## src/sv/bounded_deque_with_indexed_access_defines.svh

```systemverilog
// Assertion macros shared by the deque RTL.
`ifndef BOUNDED_DEQUE_WITH_INDEXED_ACCESS_DEFINES_SVH
`define BOUNDED_DEQUE_WITH_INDEXED_ACCESS_DEFINES_SVH

// Same-cycle implication, checked outside reset.
`define BDQ_ASSERT_NOW(lbl, ante, cons, msg) \
  lbl: assert property (@(posedge clk) disable iff (!rst_n) (ante) |-> (cons)) \
    else $error(msg);

// Next-cycle implication, checked outside reset.
`define BDQ_ASSERT_NEXT(lbl, ante, cons, msg) \
  lbl: assert property (@(posedge clk) disable iff (!rst_n) (ante) |=> (cons)) \
    else $error(msg);

`endif

```

## src/sv/bdq_pkg.sv

```systemverilog
// Package: operation and status codes, cell control struct.
`default_nettype none
package bdq_pkg;

  localparam int WORD_W   = 32;
  localparam int MODE_W   = 3;
  localparam int INDEX_W  = 4;
  localparam int STATUS_W = 2;
  localparam int COUNT_W  = 5;

  typedef enum logic [MODE_W-1:0] {
    MODE_PUSH_BACK  = 3'd0,
    MODE_PUSH_FRONT = 3'd1,
    MODE_POP_BACK   = 3'd2,
    MODE_POP_FRONT  = 3'd3,
    MODE_READ       = 3'd4,
    MODE_REMOVE     = 3'd5
  } mode_t;

  typedef enum logic [STATUS_W-1:0] {
    ST_OK    = 2'd0,
    ST_EMPTY = 2'd1,
    ST_RANGE = 2'd2,
    ST_FULL  = 2'd3
  } status_t;

  // Broadcast command to every cell; at most one flag is set per beat
  typedef struct packed {
    logic shr;  // take the word of the left neighbor (push at front)
    logic shl;  // take the word of the right neighbor at and after start
    logic wr;   // load the pushed word at the write position
  } cell_ctl_t;

endpackage
`default_nettype wire

```

## src/sv/bdq_in_if.sv

```systemverilog
// Input channel: one operation beat.
`default_nettype none
interface bdq_in_if import bdq_pkg::*; ();
  logic                       valid;
  logic                       ready;
  logic [MODE_W-1:0]          mode;
  logic signed [WORD_W-1:0]   value;
  logic [INDEX_W-1:0]         index;

  modport source (output valid, mode, value, index, input ready);
  modport sink   (input valid, mode, value, index, output ready);
endinterface
`default_nettype wire

```

## src/sv/bdq_out_if.sv

```systemverilog
// Result channel: one result beat.
`default_nettype none
interface bdq_out_if import bdq_pkg::*; ();
  logic                       valid;
  logic                       ready;
  logic signed [WORD_W-1:0]   data;
  logic [STATUS_W-1:0]        status;
  logic [COUNT_W-1:0]         count;

  modport source (output valid, data, status, count, input ready);
  modport sink   (input valid, data, status, count, output ready);
endinterface
`default_nettype wire

```

## src/sv/bdq_cell.sv

```systemverilog
// One storage cell of the deque row; logical position is fixed per cell.
`default_nettype none
module bdq_cell import bdq_pkg::*; #(
  parameter int             PW  = 4,
  parameter logic [PW-1:0]  POS = '0
) (
  input  wire logic                     clk,
  input  wire cell_ctl_t                ctl,
  input  wire logic [PW-1:0]            start,
  input  wire logic [PW-1:0]            wpos,
  input  wire logic signed [WORD_W-1:0] value,
  input  wire logic signed [WORD_W-1:0] left_q,
  input  wire logic signed [WORD_W-1:0] right_q,
  output logic signed [WORD_W-1:0]      q
);

  // Shift toward the back, close a gap toward the front, or load a push
  always_ff @(posedge clk) begin
    if (ctl.shr) begin
      q <= left_q;
    end else if (ctl.shl && (POS >= start)) begin
      q <= right_q;
    end else if (ctl.wr && (POS == wpos)) begin
      q <= value;
    end
  end

endmodule
`default_nettype wire

```

## src/sv/bounded_deque_with_indexed_access.sv

```systemverilog
// Top level: bounded deque of signed words with indexed read and remove.
//
// Usage:
//   in_bus carries one operation per beat (mode, value, index); out_bus
//   returns exactly one result per operation (data, status, count).
//   Elements sit in a row of DEPTH cells in logical order, cell 0 being
//   the front. Push at front and pop at front shift the whole row by one
//   cell; remove shifts every cell from the index onward toward the front.
//   Push at back writes the cell at the current count.
//   The result is registered and appears in the cycle after the operation beat.
//   Throughput: one operation per cycle while out_bus is not stalled; the cell row updates
//   in the same cycle the beat is taken and the result is held in an output register.
//   in_bus.ready stays high while the output register is empty or being
//   drained; a stalled receiver stops new beats until it takes the result.
//   Reset (rst_n low, synchronous) empties the deque and drops any pending
//   result; cell contents are not cleared and are never read before written.
`default_nettype none
`include "bounded_deque_with_indexed_access_defines.svh"
module bounded_deque_with_indexed_access import bdq_pkg::*; #(
  parameter int DEPTH = 16
) (
  input  wire logic clk,
  input  wire logic rst_n,
  bdq_in_if.sink    in_bus,
  bdq_out_if.source out_bus
);

  localparam int PW = $clog2(DEPTH);
  localparam int CW = $clog2(DEPTH + 1);

  logic [CW-1:0]             count_r;
  logic [CW-1:0]             count_nxt;
  logic                      out_valid_r;
  logic signed [WORD_W-1:0]  out_data_r;
  logic [STATUS_W-1:0]       out_status_r;
  logic [COUNT_W-1:0]        out_count_r;

  logic                      fire;
  logic                      full;
  logic                      empty;
  logic                      in_range;
  cell_ctl_t                 ctl;
  logic [PW-1:0]             start;
  logic [PW-1:0]             wpos;
  logic [PW-1:0]             rd_pos;
  logic                      rd_en;
  status_t                   status;
  logic signed [WORD_W-1:0]  rd_data;
  logic signed [WORD_W-1:0]  cell_q [DEPTH];

  assign in_bus.ready = !out_valid_r || out_bus.ready;
  assign fire         = in_bus.valid && in_bus.ready;
  assign full         = (count_r == CW'(DEPTH));
  assign empty        = (count_r == '0);
  assign in_range     = (32'(in_bus.index) < 32'(count_r));

  // Decode the operation into a cell command and a read select
  always_comb begin
    ctl       = '0;
    start     = '0;
    wpos      = PW'(count_r);
    rd_pos    = '0;
    rd_en     = 1'b0;
    status    = ST_OK;
    count_nxt = count_r;
    unique case (mode_t'(in_bus.mode))
      MODE_PUSH_BACK: begin
        if (full) begin
          status = ST_FULL;
        end else begin
          ctl.wr    = fire;
          count_nxt = count_r + 1'b1;
        end
      end
      MODE_PUSH_FRONT: begin
        if (full) begin
          status = ST_FULL;
        end else begin
          ctl.shr   = fire;
          count_nxt = count_r + 1'b1;
        end
      end
      MODE_POP_BACK: begin
        if (empty) begin
          status = ST_EMPTY;
        end else begin
          rd_en     = 1'b1;
          rd_pos    = PW'(count_r - 1'b1);
          count_nxt = count_r - 1'b1;
        end
      end
      MODE_POP_FRONT: begin
        if (empty) begin
          status = ST_EMPTY;
        end else begin
          rd_en     = 1'b1;
          ctl.shl   = fire;
          count_nxt = count_r - 1'b1;
        end
      end
      MODE_READ: begin
        if (!in_range) begin
          status = ST_RANGE;
        end else begin
          rd_en  = 1'b1;
          rd_pos = PW'(in_bus.index);
        end
      end
      MODE_REMOVE: begin
        if (!in_range) begin
          status = ST_RANGE;
        end else begin
          rd_en     = 1'b1;
          rd_pos    = PW'(in_bus.index);
          start     = PW'(in_bus.index);
          ctl.shl   = fire;
          count_nxt = count_r - 1'b1;
        end
      end
      default: begin
      end
    endcase
  end

  assign rd_data = rd_en ? cell_q[rd_pos] : '0;

  // Row of cells; the front cell takes the pushed word on a front shift
  for (genvar g = 0; g < DEPTH; g++) begin : g_cell
    bdq_cell #(
      .PW  (PW),
      .POS (PW'(g))
    ) u_cell (
      .clk     (clk),
      .ctl     (ctl),
      .start   (start),
      .wpos    (wpos),
      .value   (in_bus.value),
      .left_q  ((g == 0) ? in_bus.value : cell_q[(g == 0) ? 0 : g - 1]),
      .right_q ((g == DEPTH - 1) ? cell_q[g] : cell_q[(g == DEPTH - 1) ? g : g + 1]),
      .q       (cell_q[g])
    );
  end

  // Hold count and control state
  always_ff @(posedge clk) begin
    if (!rst_n) begin
      count_r     <= '0;
      out_valid_r <= 1'b0;
    end else begin
      if (fire) begin
        count_r <= count_nxt;
      end
      if (fire) begin
        out_valid_r <= 1'b1;
      end else if (out_bus.ready) begin
        out_valid_r <= 1'b0;
      end
    end
  end

  // Capture the result beat
  always_ff @(posedge clk) begin
    if (fire) begin
      out_data_r   <= rd_data;
      out_status_r <= status;
      out_count_r  <= COUNT_W'(count_nxt);
    end
  end

  assign out_bus.valid  = out_valid_r;
  assign out_bus.data   = out_data_r;
  assign out_bus.status = out_status_r;
  assign out_bus.count  = out_count_r;

  `BDQ_ASSERT_NOW(a_count_bound, 1'b1, count_r <= CW'(DEPTH), "count exceeds depth")
  `BDQ_ASSERT_NOW(a_full_status, out_valid_r && (out_status_r == ST_FULL), count_r == CW'(DEPTH), "full status while not full")
  `BDQ_ASSERT_NEXT(a_push_count, fire && (ctl.wr || ctl.shr), count_r == $past(count_r) + 1'b1, "push did not grow count")
  `BDQ_ASSERT_NEXT(a_shl_count, fire && ctl.shl, count_r == $past(count_r) - 1'b1, "shift left did not shrink count")

endmodule
`default_nettype wire
```

## src/flat_wrapper.sv

```systemverilog
// flat-port wrapper written by rule: the top's interface ports become plain ports
module bounded_deque_with_indexed_access_flat import bdq_pkg::*;
#(
  parameter int DEPTH = 16
)
  (clk, rst_n, in_bus_valid, in_bus_mode, in_bus_value, in_bus_index, in_bus_ready, out_bus_valid, out_bus_data, out_bus_status, out_bus_count, out_bus_ready);
  bdq_in_if in_bus_i ();
  bdq_out_if out_bus_i ();
  input  wire logic clk;
  input  wire logic rst_n;
  input wire logic [$bits(in_bus_i.valid)-1:0] in_bus_valid;
  input wire logic [$bits(in_bus_i.mode)-1:0] in_bus_mode;
  input wire logic [$bits(in_bus_i.value)-1:0] in_bus_value;
  input wire logic [$bits(in_bus_i.index)-1:0] in_bus_index;
  output wire logic [$bits(in_bus_i.ready)-1:0] in_bus_ready;
  output wire logic [$bits(out_bus_i.valid)-1:0] out_bus_valid;
  output wire logic [$bits(out_bus_i.data)-1:0] out_bus_data;
  output wire logic [$bits(out_bus_i.status)-1:0] out_bus_status;
  output wire logic [$bits(out_bus_i.count)-1:0] out_bus_count;
  input wire logic [$bits(out_bus_i.ready)-1:0] out_bus_ready;
  assign in_bus_i.valid = in_bus_valid;
  assign in_bus_i.mode = in_bus_mode;
  assign in_bus_i.value = in_bus_value;
  assign in_bus_i.index = in_bus_index;
  assign in_bus_ready = in_bus_i.ready;
  assign out_bus_valid = out_bus_i.valid;
  assign out_bus_data = out_bus_i.data;
  assign out_bus_status = out_bus_i.status;
  assign out_bus_count = out_bus_i.count;
  assign out_bus_i.ready = out_bus_ready;
  bounded_deque_with_indexed_access #(.DEPTH(DEPTH)) u_core (.clk(clk), .rst_n(rst_n), .in_bus(in_bus_i), .out_bus(out_bus_i));
endmodule
```

## config.mk

```make
export PLATFORM = sky130hd
export DESIGN_NAME = bounded_deque_with_indexed_access_flat
export DESIGN_NICKNAME = d
export VERILOG_FILES = /design/src/sv/bdq_pkg.sv /design/src/sv/bdq_in_if.sv /design/src/sv/bdq_out_if.sv /design/src/sv/bdq_cell.sv /design/src/sv/bounded_deque_with_indexed_access.sv /design/src/flat_wrapper.sv
export VERILOG_INCLUDE_DIRS = /design/src /design/src/sv
export SDC_FILE = /design/constraint.sdc
export NUM_CORES = 1
export LEC_CHECK = 0
export BUFFER_PORTS_ARGS = -buffer_cell sky130_fd_sc_hd__buf_2
export CAP_MARGIN = 20
export CORE_ASPECT_RATIO = 2
export CORE_MARGIN = 3
export CORE_UTILIZATION = 30
export CTS_CLUSTER_DIAMETER = 30
export DETAILED_ROUTE_END_ITERATION = 10
export GPL_TIMING_DRIVEN = 0
export HOLD_SLACK_MARGIN = 0.02
export SETUP_SLACK_MARGIN = 0.15
export SYNTH_ARGS = -nofsm -noshare
export SYNTH_HDL_FRONTEND = slang
export SYNTH_HIERARCHICAL = 1
export SYNTH_SLANG_ARGS = --single-unit
```

## constraint.sdc

```tcl
create_clock -name clk -period 15.9 [get_ports clk]
set_input_delay 0 -clock clk [delete_from_list [all_inputs] [get_ports clk]]
set_output_delay 0 -clock clk [all_outputs]
set_load 0.01 [all_outputs]
```

Word-level counts from Yosys, hierarchy flattened. Cells that the tools add are included. W data, S select, Z words.

Flip-flop bits (word level): 557. Output and inout bits: 41. Word-level logic and storage cells: 197. Bits of input ports: 43.

Bitwise gates (word level): 1. Add/sub/neg operators: 2. Eq/ne operators: 22. Muxes and demuxes: 74. Order comparisons: 18. Reduce and logical (&&, ||, !) cells: 59.

Operators by type and width (count): $mux W32 (50); $bmux W32 S4 (1); $reduce_bool A3 Y1 (15); $logic_and A1 B1 Y1 (33); $eq A4 B4 Y1 const A (8); $ge A4 B4 Y1 const A (8); $eq A3 B4 Y1 const A (4); $ge A3 B4 Y1 const A (4); $mux W5 (3); $pmux W5 S3 (1); $mux W4 (3); $mux W1 (10); $eq A2 B4 Y1 const A (2); $ge A1 B4 Y1 const A (2); $ge A2 B4 Y1 const A (2); $pmux W4 S2 (1); $eq A3 B2 Y1 const B (2); $eq A3 B3 Y1 const B (2); $pmux W2 S3 (1); $reduce_or A2 Y1 (3); $add A5 B1 Y5 const B (1); $eq A5 B5 Y1 const B (1); $ge A5 B5 Y1 const B (1); $logic_not A5 Y1 (1); 14 further kinds (17).

Depth between registers and ports, before layout. Gate-level depths: netlist of the first run.

Depth after elaboration: 9. Mapped depth: 15. Mapped depth without buffers: 11.

Hierarchy. The synthesis of the first run kept the hierarchy.

By module, submodules not included: bounded_deque_with_indexed_access (area each 6651.4 µm², cells an instance 927, instances 1, seq. area each 1291.2 µm²); bdq_cell at u_core.g_cell[0].u_cell ... (area each 1840.5 µm², cells an instance 186, instances 2, seq. area each 960.9 µm²); bdq_cell at u_core.g_cell[12].u_cell (area each 2228.4 µm², cells an instance 185, instances 1, seq. area each 960.9 µm²); bdq_cell at u_core.g_cell[14].u_cell (area each 2057.0 µm², cells an instance 184, instances 1, seq. area each 960.9 µm²); bdq_cell at u_core.g_cell[7].u_cell (area each 2045.7 µm², cells an instance 182, instances 1, seq. area each 960.9 µm²); bdq_cell at u_core.g_cell[8].u_cell (area each 1928.1 µm², cells an instance 186, instances 1, seq. area each 960.9 µm²); bdq_cell at u_core.g_cell[4].u_cell (area each 1923.1 µm², cells an instance 187, instances 1, seq. area each 960.9 µm²); bdq_cell at u_core.g_cell[13].u_cell (area each 1904.3 µm², cells an instance 154, instances 1, seq. area each 960.9 µm²); bdq_cell at u_core.g_cell[5].u_cell (area each 1885.6 µm², cells an instance 185, instances 1, seq. area each 960.9 µm²); bdq_cell at u_core.g_cell[6].u_cell (area each 1881.8 µm², cells an instance 187, instances 1, seq. area each 960.9 µm²); bdq_cell at u_core.g_cell[11].u_cell (area each 1849.3 µm², cells an instance 177, instances 1, seq. area each 960.9 µm²); bdq_cell at u_core.g_cell[10].u_cell (area each 1826.8 µm², cells an instance 186, instances 1, seq. area each 960.9 µm²); bdq_cell at u_core.g_cell[3].u_cell (area each 1741.7 µm², cells an instance 180, instances 1, seq. area each 960.9 µm²); bdq_cell at u_core.g_cell[1].u_cell (area each 1700.4 µm², cells an instance 142, instances 1, seq. area each 960.9 µm²); +2 rows.

Worst setup path after synthesis of the first run. Ideal clock, no wire load.

Path kind: register to register. Start: register u_core.count_r[2]. End: register u_core.g_cell[2].u_cell.q[0], enable pin. Path slack: 9026 ps. Data required time: 15434 ps. Path buffers: 3. Arrival: 6408 ps. Stages on the path, launching flop included: 13. Period minus slack after synthesis: 6874 ps. Library setup time: 466 ps. Cell sequence: dfxtp_1 buf_6 clkbuf_1 inv_1 ha_1 o21a_1 nor2_1 nor3_1 or3_1 a21oi_1 or3b_4 buf_6 o21ai_0.

RTL lines: start: declaration (line bounded_deque_with_indexed_access.sv:31) `logic [CW-1:0] count_r;`; start signal: assignment (line bounded_deque_with_indexed_access.sv:151) `count_r <= count_nxt;`; end signal: assignment (line bdq_cell.sv:20) `q <= left_q;`; end signal: assignment (line bdq_cell.sv:22) `q <= right_q;`; end signal: assignment (line bdq_cell.sv:24) `q <= value;`; end: declaration (line bdq_cell.sv:14) `output logic signed [WORD_W-1:0] q`.

==> results.sh, run 1 <==
export IMPL_hold_worst_slack_ns=0.129
export IMPL_slew_violations=0
export IMPL_design_die_area_sq_um=127000
export IMPL_synth_xor_xnor_area_share_pct=0.0239
export IMPL_gp_congestion=1.01
export IMPL_async_reset_ff_share_pct=0
export IMPL_crit_fanout=32
export IMPL_synthTopCellsByArea="edfxtp_1, a21oi_1, nand2_1"
export IMPL_whs_path_depth=4
export IMPL_cpPeakStageDelay_ns=0.92
export IMPL_drt_initial_drc_count=3001
export IMPL_port_buffers=83
export IMPL_wirelength_mm=166
export IMPL_final_hold_violation_count=0
export IMPL_max_cap_viol_count=0
export IMPL_synth_compound_area_share_pct=28.1
export IMPL_num_vias=33300
export IMPL_p_total_mw=4.75
export IMPL_core_area_sq_um=121000
export IMPL_synth_cells=3687
export IMPL_tightest_slew_ns=1.39
export IMPL_cts_root_buffer_cell="clkbuf_16"
export IMPL_ys_flop_type="edfxtp_1"
export IMPL_die_h_um=500
export IMPL_syn_area_per_cell_sq_um=9.93
export IMPL_cts_made_buffers=105
export IMPL_synth_simple_area_share_pct=14.0
export IMPL_layout_nets=3987
export IMPL_setup_slack_ns=9.72
export IMPL_routedWlPerCell_um=29.7
export IMPL_fin_crit_ns=6.18
export IMPL_crit_top_cell="clkbuf_1"
export IMPL_num_io_pins=84
export IMPL_clkTransAtPathRegs_ns=0.06
export IMPL_areaGrowthSynthToFinish_pct=18.5
export IMPL_crit_chain="buf_6 > clkbuf_1 > inv_1 > ha_1 > o21a_1 > nor2_1 > nor3_1 > or3_1 > a21oi_4 > buf_16 > buf_2 > clkbuf_1 > a221o_2"
export IMPL_hpwl_mm=130
export IMPL_period_share_pct=38.8
export IMPL_endpoint_kind="register"
export IMPL_initial_core_util_pct=30.3
export IMPL_ir_worst_vdd_v=0.0000783
export IMPL_cts_sinks=557
export IMPL_setup_tns_final_ns=0
export IMPL_die_x_um=253
export IMPL_synth_net_count=3741
export IMPL_final_util_pct=35.9
export IMPL_ant_nets=0
export IMPL_rsz0062_at_grt="no"
export IMPL_clk_latency_ns=0.71
export IMPL_final_design_area_no_fill_sq_um=43400
export IMPL_grt_usage_pct=25.5
export IMPL_relSlewSlack_pct=7.04
export IMPL_power_density_nw_per_um2=110
export IMPL_synthAdderAreaFrac_pct=0.376
export IMPL_synth_area_sq_um=36600
export IMPL_ys_ff_latch=557
export IMPL_worstRegToRegCells=13
export IMPL_dp_cells=5331
export IMPL_cp_required_ns=16.21
export IMPL_htree_levels=3
export IMPL_grt_pass1_vias=34200
export IMPL_critical_path_slowest_cell="a221o_2"
export IMPL_fin_cells=5580
export IMPL_synth_top_family_by_area="compound AO/OA/AOI/OAI gates"
export IMPL_yosys_area_top_type_share_pct=45.2
export IMPL_cts_tree="yes"
export IMPL_p_leak_nw=15.0
export IMPL_drc_errors=0
export IMPL_row_count=180
export IMPL_synth_top_area_cell="edfxtp_1"
export IMPL_antenna_found_initial=7
export IMPL_dp_slack_ns=9.94
export IMPL_synth_edff_count=551
export IMPL_viasPerCell=5.97
export IMPL_finClkSkew_ns=0.0289
export IMPL_yosysUniqueCellTypes=93
export IMPL_placed_area_sq_um=39400
export IMPL_grt_pass1_wl_mm=231
export IMPL_grt_overflow_total=0
export IMPL_grt_start_max_net_pins=33
export IMPL_min_path_type="input port to register"
export IMPL_cts_buffer_depth=3
export IMPL_status="finished, final reports clean"
export IMPL_fmax_mhz=162
export IMPL_dr_pass1_iters=6
export IMPL_setup_viol=0
export IMPL_worstPathArrival_ns=6.48
export IMPL_yosys_mux_area_fraction_pct=3.59
export IMPL_yosysWarnings=6
export IMPL_cp_start_kind="register"
export IMPL_crit_type="register to register"
export IMPL_drive_gt1_share_pct=17.0
export IMPL_yosysSeqAreaShare_pct=45.5
layout by cell type (no fill, tap or decap), types with 16 or more instances in the layout:
cell / synthesis / final
buf_12: 8 / 18
buf_2: 113 / 196
a21boi_1: 43 / 43
a2bb2oi_2: 27 / 27
nand4b_1: 34 / 34
o311ai_1: 51 / 51
a2bb2oi_1: 37 / 37
a32oi_1: 94 / 94
o21ai_0: 116 / 110
a31o_1: 59 / 59
mux2i_1: 129 / 129
o21ai_1: 160 / 159
a21oi_1: 428 / 427
and2b_2: 18 / 18
a21oi_2: 30 / 30
edfxtp_1: 551 / 551
nand4bb_1: 32 / 32
a22oi_1: 31 / 31
inv_1: 176 / 176
and2_1: 37 / 35
clkinv_2: 0 / 16
o31ai_2: 31 / 31
nand2_1: 466 / 465
buf_4: 16 / 16
clkbuf_16: 0 / 106
buf_6: 58 / 59
a31oi_1: 198 / 198
nor2b_1: 243 / 243
a21boi_0: 20 / 20
dlygate4sd3_1: 0 / 38
a221o_1: 98 / 96
clkbuf_1: 135 / 146
nand3_1: 42 / 42
critical path: cells and delay by family (launching register included):
| family | cells | cell delay [ns] |
|---|---|---|
| compound gates | 3 | 1.87 |
| buf+inv | 6 | 1.83 |
| simple gates | 3 | 0.88 |
| flops | 1 | 0.83 |
| fa+ha+maj | 1 | 0.31 |
timing repair:
item,in CTS,in global routing
buffers inserted,0,0
gates resized for setup,0,0
endpoints found under the hold margin,496,0
hold buffers,38,0
Yosys cell counts, types with 58 or more instances:
cell type	number
a21oi_1	428
a221o_1	98
a31o_1	59
a31oi_1	198
a32oi_1	94
buf_2	113
buf_6	58
clkbuf_1	135
edfxtp_1	551
inv_1	176
mux2i_1	129
nand2_1	466
nor2b_1	243
o21ai_0	116
o21ai_1	160
path summary, 6_finish.rpt:
kind	startpoint	end	slack, ns
worst max-delay path	u_core/count_r[2]	u_core/g_cell[14].u_cell/q[9]	9.72
worst min-delay path	in_bus_mode[0]	u_core/g_cell[0].u_cell/q[20]	0.13
worst max register to register	u_core/count_r[2]	u_core/g_cell[14].u_cell/q[9]	9.72
worst min register to register	u_core/g_cell[0].u_cell/q[8]	u_core/g_cell[1].u_cell/q[8]	0.55
registers in the layout, indices dropped and copies added, names as in the netlist:
signal and count:
u_core/out_bus.data 32, u_core/out_bus.count 5, u_core/out_bus.status 2, u_core/count_r 5
u_core/out_bus.valid 1, u_core/g_cell.u_cell/q 512
report_power, final:
group | internal [mW] | switching, mW | leakage [nW]
sequential | 1.73 | 0.0681 | 5.13
combinational | 0.239 | 0.448 | 8.20
clock | 1.40 | 0.866 | 1.69
logic make-up after synthesis:
group,Yosys count
AO/OA/AOI/OAI,1487
multiplexers,131
buffers and inverters,549
adder cells (fa/ha/maj),11
flip-flops,557
AND/OR/NAND/NOR,951
XOR/XNOR,1
metal layers:
layer | share of wire, % | vias to the layer above | global-route usage, %
li1 | - | 14600 | -
met1 | 29 | 16000 | 21.1
met2 | 53 | 1881 | 48.0
met3 | 5.4 | 902 | 4.38
met4 | 13 | 2 | 27.3
met5 | 0.021 | - | 0
area by class of cell:
cell class,count,area [sq um]
diodes,10,25.0
plain buffers,372,2380
clock buffers,117,2690
clock inverters,80,835
fillers,12100,77300
inverters,177,666
multi-input cells,2581,17000
flip-flops and latches,557,16700
well taps,1547,1940
repair buffers,139,1160
Power figures use the tool's default switching activity.
==> inputs of run 2 (changes only) <==
==> constraint.sdc (replaced) <==
create_clock -name clk -period 5.9 [get_ports clk]
set_input_delay 0 -clock clk [delete_from_list [all_inputs] [get_ports clk]]
set_output_delay 0 -clock clk [all_outputs]
set_load 0.01 [all_outputs]
==> results.sh, run 2 (synthesis results as in run 1) <==
export IMPL_final_hold_violation_count=0
export IMPL_cts_made_buffers=102
export IMPL_row_count=180
export IMPL_layout_nets=3987
export IMPL_die_h_um=500
export IMPL_cts_tree="yes"
export IMPL_routedWlPerCell_um=30.0
export IMPL_dp_cells=5331
export IMPL_reg2reg_from="u_core/count_r[2]"
export IMPL_tightest_slew_ns=1.24
export IMPL_htree_levels=3
export IMPL_power_density_nw_per_um2=297
export IMPL_initial_core_util_pct=30.3
export IMPL_crit_chain="buf_6 > clkbuf_1 > inv_1 > ha_1 > o21a_1 > or2_2 > a31oi_1 > and2_1 > nand3_1 > clkbuf_8 > a31oi_1 > a21oi_1"
export IMPL_period_share_pct=93.8
export IMPL_worstPathArrival_ns=6.02
export IMPL_hpwl_mm=131
export IMPL_cts_sinks=557
export IMPL_grt_overflow_total=0
export IMPL_num_io_pins=84
export IMPL_rr_endpoint="u_core/g_cell[6].u_cell/q[3]"
export IMPL_grt_pass1_vias=34300
export IMPL_placed_area_sq_um=39400
export IMPL_critical_path_slowest_cell="and2_1"
export IMPL_crit_fanout=17
export IMPL_final_design_area_no_fill_sq_um=43500
export IMPL_slew_violations=0
export IMPL_whs_path_depth=4
export IMPL_drive_gt1_share_pct=17.1
export IMPL_relSlewSlack_pct=17.4
export IMPL_ir_worst_vdd_v=0.000215
export IMPL_cpPeakStageDelay_ns=0.98
export IMPL_drc_errors=0
export IMPL_crit_top_cell="a31oi_1"
export IMPL_grt_start_max_net_pins=33
export IMPL_regMostFlops="u_core/g_cell.u_cell/q"
export IMPL_rrSetupSlack_ns=0.37
export IMPL_fin_cells=5576
export IMPL_status="finished, final reports clean"
export IMPL_cp_startpoint="u_core/count_r[2]"
export IMPL_cp_endpoint="u_core/g_cell[6].u_cell/q[3]"
export IMPL_rsz0062_at_grt="no"
export IMPL_layout_commonest_cell="edfxtp_1"
export IMPL_cts_buffer_depth=3
export IMPL_drt_initial_drc_count=3156
export IMPL_clk_latency_ns=0.75
export IMPL_nFillCells=12300
export IMPL_min_path_type="input port to register"
export IMPL_final_util_pct=36.0
export IMPL_p_total_mw=12.9
export IMPL_design_die_area_sq_um=127000
export IMPL_port_buffers=83
export IMPL_die_x_um=253
export IMPL_largest_reg_flops=512
export IMPL_hold_worst_slack_ns=0.0814
export IMPL_core_area_sq_um=121000
export IMPL_fin_crit_ns=5.53
export IMPL_fmax_mhz=181
export IMPL_crit_buf_inv=4
export IMPL_finClkSkew_ns=0.0677
export IMPL_cp_start_kind="register"
export IMPL_cp_required_ns=6.39
export IMPL_areaGrowthSynthToFinish_pct=18.8
export IMPL_crit_type="register to register"
export IMPL_gp_congestion=1.01
export IMPL_dr_pass1_iters=6
export IMPL_endpoint_kind="register"
export IMPL_final_cell_mix="edfxtp_1, nand2_1, a21oi_1"
export IMPL_p_leak_nw=15.0
export IMPL_ant_nets=0
export IMPL_antenna_found_initial=9
export IMPL_grt_pass1_wl_mm=233
export IMPL_num_vias=33300
export IMPL_viasPerCell=5.97
export IMPL_crit_family="simple AND/OR/NAND/NOR gates"
export IMPL_wirelength_mm=167
export IMPL_path_depth=12
export IMPL_cts_root_buffer_cell="clkbuf_16"
export IMPL_grt_usage_pct=25.8
export IMPL_setup_viol=0
export IMPL_max_cap_viol_count=0
export IMPL_worstRegToRegCells=12
export IMPL_clkTransAtPathRegs_ns=0.05
[run 2: power breakdown]
part           internal (mW)  switching [mW]  leakage (nW)  total (mW)
sequential              4.67           0.181          5.13        4.85
clock                   3.83            2.39          1.69        6.22
combinational          0.643            1.21          8.21        1.85
[run 2: worst min path at each step]
stage | to | slack, ns | from
floorplan | u_core/count_r[2] | 0.12 | rst_n
global placement | u_core/out_bus.valid | 0.26 | in_bus_valid
global route | u_core/out_bus.status[0] | 0.08 | in_bus_mode[1]
finish | u_core/out_bus.status[0] | 0.08 | in_bus_mode[1]
CTS | u_core/out_bus.status[0] | 0.05 | in_bus_mode[1]
detailed placement | u_core/out_bus.valid | 0.27 | in_bus_valid
[run 2: cell type report]
class	count	area [sq um]	area share, %
repair buffers	142	1180	2.71
clock inverters	84	1020	2.35
multi-input cells	2581	17000	39.2
plain buffers	372	2380	5.47
inverters	177	666	1.53
diodes	9	22.5	0.0518
flip-flops and latches	557	16700	38.3
well taps	1547	1940	4.45
clock buffers	107	2570	5.91
[run 2: worst min-delay path: stages]
cell and delay (ns):
buf_2 0.14, ha_1 0.26, mux2i_1 0.14, nor3b_1 0.08
[run 2: timing repair]
item,CTS,global route
pin swaps,0,1
hold buffers,38,0
resized for setup,1,4
buffers inserted,0,4
endpoints found under the hold margin,520,0
setup endpoints to repair,32,267
[run 2: routing by layer]
metal / wire [um] / vias up / track usage [%] / share of wire [%]
met3: 8720 / 825 / 4.36 / 5.2
met1: 49500 / 16100 / 21.7 / 30
met5: 123 / - / 0.470 / 0.073
met2: 88900 / 1821 / 48.8 / 53
li1: - / 14600 / - / -
met4: 20100 / 8 / 26.6 / 12
[run 2: stage by stage]
step	worst slack (ns)	TNS, ns
floorplan	0.161	0
global placement	-3.75	-2357.68
detailed placement	-0.107	-3.05
CTS	0.156	0
global route	0.203	0
finish	0.366	0
